--- src/sv/urid_pkg.sv ---
// Package for the unique random id draw unit.
// Pool size, field widths and derived index widths; no dependencies.
`timescale 1ns / 1ps

package urid_pkg;

  localparam int POOL_SIZE = 256;
  localparam int SLOT_W    = $clog2(POOL_SIZE);
  localparam int CNT_W     = $clog2(POOL_SIZE + 1);
  localparam int ID_W      = 9;
  localparam int RAND_W    = 31;
  localparam int STEP_W    = $clog2(RAND_W);
  localparam int IN_TDATA_W  = ((RAND_W + 7) / 8) * 8;
  localparam int OUT_TDATA_W = ((ID_W + 7) / 8) * 8;

endpackage

--- src/sv/urid_ram.sv ---
// Generic single write port, single read port RAM with registered read.
// No dependencies.
`timescale 1ns / 1ps

module urid_ram #(
  parameter int WIDTH = 8,
  parameter int DEPTH = 16,
  localparam int AW   = $clog2(DEPTH)
) (
  input  logic             clk,
  input  logic             we,
  input  logic [AW-1:0]    waddr,
  input  logic [WIDTH-1:0] wdata,
  input  logic [AW-1:0]    raddr,
  output logic [WIDTH-1:0] rdata
);

  logic [WIDTH-1:0] mem [DEPTH];

  always_ff @(posedge clk) begin
    if (we) begin
      mem[waddr] <= wdata;
    end
    rdata <= mem[raddr];
  end

endmodule

--- src/sv/urid_mod.sv ---
// Bit-serial remainder unit: dividend mod divisor, one dividend bit per cycle.
// Depends on urid_pkg.
`timescale 1ns / 1ps

module urid_mod import urid_pkg::*; (
  input  logic              clk,
  input  logic              rst,
  input  logic              start,
  input  logic [RAND_W-1:0] dividend,
  input  logic [CNT_W-1:0]  divisor,
  output logic              done,
  output logic [CNT_W-1:0]  remainder
);

  logic              busy;
  logic [STEP_W-1:0] step;
  logic [RAND_W-1:0] shreg;
  logic [CNT_W:0]    trial;

  assign trial = {remainder, shreg[RAND_W-1]};

  always_ff @(posedge clk) begin
    if (rst) begin
      busy <= 1'b0;
      done <= 1'b0;
      step <= '0;
    end else begin
      done <= 1'b0;
      if (start) begin
        busy <= 1'b1;
        step <= STEP_W'(RAND_W - 1);
      end else if (busy) begin
        step <= step - 1'b1;
        if (step == '0) begin
          busy <= 1'b0;
          done <= 1'b1;
        end
      end
    end
  end

  always_ff @(posedge clk) begin
    if (start) begin
      shreg     <= dividend;
      remainder <= '0;
    end else if (busy) begin
      shreg <= {shreg[RAND_W-2:0], 1'b0};
      if (trial >= {1'b0, divisor}) begin
        remainder <= CNT_W'(trial - {1'b0, divisor});
      end else begin
        remainder <= trial[CNT_W-1:0];
      end
    end
  end

endmodule

--- src/sv/unique_random_id_draw_unit.sv ---
// Unique random id draw unit: hands out ids 1..POOL_SIZE in random order.
// Depends on urid_pkg, urid_mod and urid_ram.
`timescale 1ns / 1ps
//
// Usage:
//   Input stream s_axis carries one 31-bit random value per item. Each item
//   yields one result item on m_axis: the drawn id in tdata, and in tuser a
//   flag that is set when the pool was already empty (id is then 0).
//   The random value is reduced modulo the remaining count by a bit-serial
//   remainder unit, then the pool RAM is read twice through its read port and
//   written once; an empty-pool item goes straight to the output register.
//   s_axis_tready is low while an item is being worked on.
//   The result sits in an output register, so the next item is accepted
//   while a result still waits; if the receiver stalls long enough the unit
//   holds its finished result and stays busy until the register frees up.
//   Reset makes slot i hold i+1 at once through per-slot valid bits (an
//   unwritten slot reads as its index plus one) and sets the count to
//   POOL_SIZE; no clearing pass is needed.

module unique_random_id_draw_unit import urid_pkg::*; (
  input  logic                   clk,
  input  logic                   rst,
  input  logic                   s_axis_tvalid,
  output logic                   s_axis_tready,
  input  logic [IN_TDATA_W-1:0]  s_axis_tdata,   // [30:0] random_value
  output logic                   m_axis_tvalid,
  input  logic                   m_axis_tready,
  output logic [OUT_TDATA_W-1:0] m_axis_tdata,   // [8:0] identifier
  output logic [0:0]             m_axis_tuser    // [0] exhausted
);

  typedef enum logic [5:0] {
    ST_IDLE    = 6'b000001,
    ST_MOD     = 6'b000010,
    ST_RD_SLOT = 6'b000100,
    ST_RD_LAST = 6'b001000,
    ST_WRITE   = 6'b010000,
    ST_OUT     = 6'b100000
  } state_t;

  state_t state, state_next;

  logic [CNT_W-1:0]    count;
  logic [CNT_W-1:0]    last_full;
  logic [SLOT_W-1:0]   last;
  logic [SLOT_W-1:0]   slot;
  logic [POOL_SIZE-1:0] vld;
  logic                vld_q;
  logic [SLOT_W-1:0]   raddr;
  logic [ID_W-1:0]     rdata;
  logic [ID_W-1:0]     wdata;
  logic                we;
  logic [ID_W-1:0]     res_id;
  logic                res_exh;
  logic                in_acc;
  logic                mod_start;
  logic                mod_done;
  logic [CNT_W-1:0]    mod_rem;
  logic                out_free;

  assign in_acc        = s_axis_tvalid && s_axis_tready;
  assign s_axis_tready = (state == ST_IDLE);
  assign mod_start     = in_acc && (count != '0);
  assign out_free      = !m_axis_tvalid || m_axis_tready;
  assign last_full     = count - 1'b1;
  assign last          = last_full[SLOT_W-1:0];
  assign raddr         = (state == ST_RD_SLOT) ? slot : last;
  assign we            = (state == ST_WRITE);
  assign wdata         = vld_q ? rdata : ID_W'({1'b0, last} + 1'b1);

  urid_mod u_mod (
    .clk       (clk),
    .rst       (rst),
    .start     (mod_start),
    .dividend  (s_axis_tdata[RAND_W-1:0]),
    .divisor   (count),
    .done      (mod_done),
    .remainder (mod_rem)
  );

  urid_ram #(
    .WIDTH (ID_W),
    .DEPTH (POOL_SIZE)
  ) u_pool (
    .clk   (clk),
    .we    (we),
    .waddr (slot),
    .wdata (wdata),
    .raddr (raddr),
    .rdata (rdata)
  );

  always_comb begin
    state_next = state;
    unique case (state)
      ST_IDLE: begin
        if (in_acc) begin
          state_next = (count == '0) ? ST_OUT : ST_MOD;
        end
      end
      ST_MOD: begin
        if (mod_done) begin
          state_next = ST_RD_SLOT;
        end
      end
      ST_RD_SLOT: state_next = ST_RD_LAST;
      ST_RD_LAST: state_next = ST_WRITE;
      ST_WRITE:   state_next = ST_OUT;
      ST_OUT: begin
        if (out_free) begin
          state_next = ST_IDLE;
        end
      end
      default:    state_next = ST_IDLE;
    endcase
  end

  always_ff @(posedge clk) begin
    if (rst) begin
      state         <= ST_IDLE;
      count         <= CNT_W'(POOL_SIZE);
      vld           <= '0;
      m_axis_tvalid <= 1'b0;
    end else begin
      state <= state_next;
      if (state == ST_WRITE) begin
        vld[slot] <= 1'b1;
        count     <= last_full;
      end
      if (state == ST_OUT && out_free) begin
        m_axis_tvalid <= 1'b1;
      end else if (m_axis_tready) begin
        m_axis_tvalid <= 1'b0;
      end
    end
  end

  always_ff @(posedge clk) begin
    vld_q <= vld[raddr];
    if (mod_done) begin
      slot <= mod_rem[SLOT_W-1:0];
    end
    if (in_acc) begin
      res_id  <= '0;
      res_exh <= (count == '0);
    end else if (state == ST_RD_LAST) begin
      res_id <= vld_q ? rdata : ID_W'({1'b0, slot} + 1'b1);
    end
    if (state == ST_OUT && out_free) begin
      m_axis_tdata <= OUT_TDATA_W'(res_id);
      m_axis_tuser <= res_exh;
    end
  end

endmodule

--- config.mk ---
export PLATFORM = sky130hd
export DESIGN_NAME = unique_random_id_draw_unit
export DESIGN_NICKNAME = d
export VERILOG_FILES = /design/src/sv/urid_pkg.sv /design/src/sv/urid_ram.sv /design/src/sv/urid_mod.sv /design/src/sv/unique_random_id_draw_unit.sv
export SDC_FILE = /design/constraint.sdc
export NUM_CORES = 2
export LEC_CHECK = 0
export ABC_AREA = 1
export BUFFER_PORTS_ARGS = -buffer_cell sky130_fd_sc_hd__buf_2
export CORE_AREA = 3 3 413 517
export CTS_CLUSTER_DIAMETER = 30
export DETAILED_ROUTE_END_ITERATION = 8
export DIE_AREA = 0 0 416 520
export PLACE_DENSITY = 0.7
export SYNTH_ARGS = -nofsm -noshare
export SYNTH_HDL_FRONTEND = slang
export SYNTH_SLANG_ARGS = --single-unit
--- constraint.sdc ---
create_clock -name clk -period 18.3 [get_ports clk]
set_clock_uncertainty 0.2 [all_clocks]
set_input_delay 0.915 -clock clk [delete_from_list [all_inputs] [get_ports clk]]
set_output_delay 0.915 -clock clk [all_outputs]
set_load 0.01 [all_outputs]
==> impl_metrics.toml <==
[timing]
report.final.slew_viol_count = 0
report.final.hold_viol_count = 0
final_min_period_over_clock_period_pct = 35.5
smallest_setup_slack_after_layout_ns = 11.80
totalNegativeSetupSlack_ns = 0
final-setup-viol-count = 0
timing_worst_slew_pin_value_ns = 1.27
slew-limit-headroom_pct = 15.2
unrepaired_setup_endpoints_after_global_routing = "no"
fmax_mhz = 154
final.min_clock_period_ns = 6.50

[synthesis]
synth-main-ff-cell = "sky130_fd_sc_hd__edfxtp_1"
synth_seq_cells = 2661
synth.yosys.warnings = 0
ys_top_cells_by_area = "sky130_fd_sc_hd__edfxtp_1, sky130_fd_sc_hd__nand2_1, sky130_fd_sc_hd__nand3_1"
yosysUniqueCellTypes = 40
asyncSetResetFlopFracSynth_pct = 0
yosys.area.top_type_share_pct = 61.7
synth_commonest_cells = "sky130_fd_sc_hd__nand2_1, sky130_fd_sc_hd__edfxtp_1, sky130_fd_sc_hd__nand3_1, sky130_fd_sc_hd__inv_1, sky130_fd_sc_hd__nor2_1"
synth_top_cell_by_area = "sky130_fd_sc_hd__edfxtp_1"
per_instance_average_area_after_synthesis_um2 = 9.87
yosys.cell_count.top_type = "sky130_fd_sc_hd__nand2_1"
syn-cell-area_um2 = 115000
synth_seq_area_share_pct = 67.0
edff_count_synth = 2354
synthCells = 11600

[global_routing]
grt_pass1_vias = 79200
global_route_wire_length_before_repair_um = 463000
grt_antenna_before_repair = 19
grt_use_total_pct = 28.0
largest_net_degree_at_the_start_of_global_routing = 217
globalRoute.totalOverflow = 0

[power_and_ir_drop]
worst_ir_drop_vdd_mv = 0.108
internal-power_uw = 11400
switching_share_pct = 21.6
sequential_power_share_pct = 45.3
power.combinational.fraction_pct = 1.6
power.density_cell_area_nw_per_um2 = 112
share_clk_of_total_power_pct = 53.1
p_sw_uw = 3130
static-leakage-power_uw = 0.0529

[place]
placed_area_um2 = 116000
hpwlAfterDp_um = 166000
numPortBuffers = 46
place_worst_setup_slack_ns = 12.04
routability_congestion_estimate_from_global_placement = 0.909

[die]
fp.dieH_um = 520
die_area_um2 = 216000
core_area_um2 = 209000
floorplan.initialDensity_pct = 54.8
io_pins = 55
die_w_um = 416
row_count = 188

[job]
max-cap-violations = 0

[drt]
drt-initial-drc-count = 9790
ant_nets = 0
drt_drc_violations_left = 0
routed_via_count = 81800
route.final.wire_length_um = 309000
drt_pre_antenna_iters = 6
route.detailed.wl_per_inst_um = 21.1
drt-vias-per-instance = 5.58

[clock_network]
clkSlewWorstSetupHoldPaths_ns = 0.06
cts_setup_buffers = 0
holdBufCountCts = 0
post_cts_resize_count = 0
clock_path_buffers = 4
clock_insertion_delay_worst_skew_ns = 0.92
cts_buffers = 408
htree_levels = 5
clock-root-buffer = "sky130_fd_sc_hd__clkbuf_16"
tritoncts_clock_tree = "done"
tritoncts_num_sinks = 2661

[setup_path]
worst-setup-path-type = "reg2reg"
reg2regPathDepth = 17
setup.worst_path.start = "state[1]$_SDFFE_PP0P_"
delay_of_the_slowest_cell_on_the_worst_path_ns = 0.97
r2r_setup_slack_ns = 11.80
worst_ep_required_time_ns = 18.86
r2r_start = "state[1]$_SDFFE_PP0P_"
setup.worst_path.end_class = "flip-flop"
startpoint_type_of_the_worst_setup_path = "flip-flop"
worst-endpoint-arrival_ns = 7.06
critPathBufInv = 4
critical-path-slowest-cell = "sky130_fd_sc_hd__buf_4"
cpLargestDelayFamily = "buffers and inverters"
path_cells = "nor2_2 > nand3_2 > nand2_2 > buf_4 > nand2_8 > buf_4 > buf_4 > buf_4 > nand2_1 > nand3_1 > nand3_1 > nand3_1 > nand3_1 > nand3_1 > nand3_1 > nand3_1 > nand2_1"
critical_path_peak_fanout = 107
rr_endpoint = "u_pool.rdata[4]$_DFF_P_"
cpMostUsedCell = "sky130_fd_sc_hd__nand3_1"

[finish]
fin_area_um2 = 130000
syn2layout_area_growth_pct = 13.3
layout.nets = 11600
layout-drive-gt1-share_pct = 7.51

[worst_hold_path]
timing.hold.worst.class = "in2reg"
hold_end = "u_mod.shreg[24]$_DFFE_PP_"
hold-path-cell-count = 3
worstHoldStart = "s_axis_tdata[24]"

[outcome]
status = "finished clean"
[layout make-up]
type                    count  area (um^2)
fillers                 16100        79400
flip-flops and latches   2661        76800
multi-input cells        6744        28700
inverters                1565         5890
clock inverters           302         3120
well taps                2755         3450
diodes                     11         27.5
repair buffers            158         1230
clock buffers             461        10700
[metrics by stage]
stage | power [uW] | instances | hold slack [ns] | utilization [%]
finish | 14500 | 14700 | 0.0816 | 62.1
global route | 14900 | 14600 | 0.0809 | 62.0
CTS | 14600 | 14600 | 0.0383 | 62.0
detailed placement | 6940 | 13900 | 0.223 | 55.4
global placement | 6930 | 13900 | 0.241 | 55.4
floorplan | 6870 | 11600 | 0.200 | -
[worst max-delay path by stage]
stage | end | cells after the start
after floorplan | u_pool.mem[0][3]$_DFFE_PP_ | 5
after global placement | u_pool.rdata[3]$_DFF_P_ | 17
after detailed placement | u_pool.rdata[4]$_DFF_P_ | 17
after CTS | u_pool.rdata[4]$_DFF_P_ | 17
after global routing | u_pool.rdata[8]$_DFF_P_ | 18
final | u_pool.rdata[4]$_DFF_P_ | 17
[cells in the final DEF, fill, tap and decap left out, types with 5 or more instances in the layout]
cell type                    count
sky130_fd_sc_hd__a21oi_1        26
sky130_fd_sc_hd__a31oi_1        10
sky130_fd_sc_hd__buf_12         12
sky130_fd_sc_hd__buf_2          45
sky130_fd_sc_hd__buf_4         100
sky130_fd_sc_hd__bufinv_16      34
sky130_fd_sc_hd__clkbuf_1       32
sky130_fd_sc_hd__clkbuf_16     416
sky130_fd_sc_hd__clkbuf_8       13
sky130_fd_sc_hd__clkinv_1       41
sky130_fd_sc_hd__clkinv_2       54
sky130_fd_sc_hd__clkinv_4       40
sky130_fd_sc_hd__clkinvlp_4     50
sky130_fd_sc_hd__conb_1          7
sky130_fd_sc_hd__dfxtp_1       307
sky130_fd_sc_hd__diode_2        11
sky130_fd_sc_hd__edfxtp_1     2354
sky130_fd_sc_hd__ha_1           17
sky130_fd_sc_hd__inv_1        1544
sky130_fd_sc_hd__inv_6          68
sky130_fd_sc_hd__inv_8          24
sky130_fd_sc_hd__nand2_1      3618
sky130_fd_sc_hd__nand3_1      1927
sky130_fd_sc_hd__nand3b_1       10
sky130_fd_sc_hd__nand4_1         8
sky130_fd_sc_hd__nor2_1        839
sky130_fd_sc_hd__nor3_1         10
sky130_fd_sc_hd__o211ai_1       13
sky130_fd_sc_hd__o21ai_0       191
sky130_fd_sc_hd__o21ai_1        16
sky130_fd_sc_hd__o21ai_4        11
sky130_fd_sc_hd__xnor2_1         5
sky130_fd_sc_hd__xor2_1          7
[tightest hold or removal path: stages]
cell	delay [ns]
sky130_fd_sc_hd__buf_2	0.07
sky130_fd_sc_hd__nand2_1	0.04
sky130_fd_sc_hd__nand2_1	0.04
[kinds of logic after synthesis]
logic type	after synthesis	share of synthesized area, %
other cells	1	0.00327
fa+ha+maj	18	0.203
simple gates	6427	23.2
flops	2661	67.0
xor+xnor	12	0.0917
buf+inv	2210	8.12
compound gates	280	1.30
[flip-flops by register name, summed over array words and instances, names as in the netlist]
| register | count |
|---|---|
| u_pool.rdata | 9 |
| state | 6 |
| u_mod.done | 1 |
| res_exh | 1 |
| m_axis_tuser | 1 |
| vld | 256 |
| vld_q | 1 |
| m_axis_tvalid | 1 |
| u_pool.mem | 2304 |
| u_mod.step | 5 |
| res_id | 9 |
| m_axis_tdata | 9 |
| count | 9 |
| slot | 8 |
| u_mod.remainder | 9 |
| u_mod.shreg | 31 |
| u_mod.busy | 1 |
[power by group through the flow]
stage | registers [uW] | clock network (uW) | logic (uW)
2_1_floorplan | 6720 | 0 | 150
3_3_place_gp | 6710 | 0 | 221
3_5_place_dp | 6710 | 0 | 229
4_1_cts | 6590 | 7760 | 231
5_1_grt | 6590 | 8040 | 258
6_report | 6590 | 7720 | 235
[metal layers]
metal,part of all wire (%),track usage [%]
met1,37,35.2
met4,5.6,16.0
met3,10,5.64
met2,48,45.4
met5,0.019,0
No activity file was read; power rests on OpenSTA's default activity.
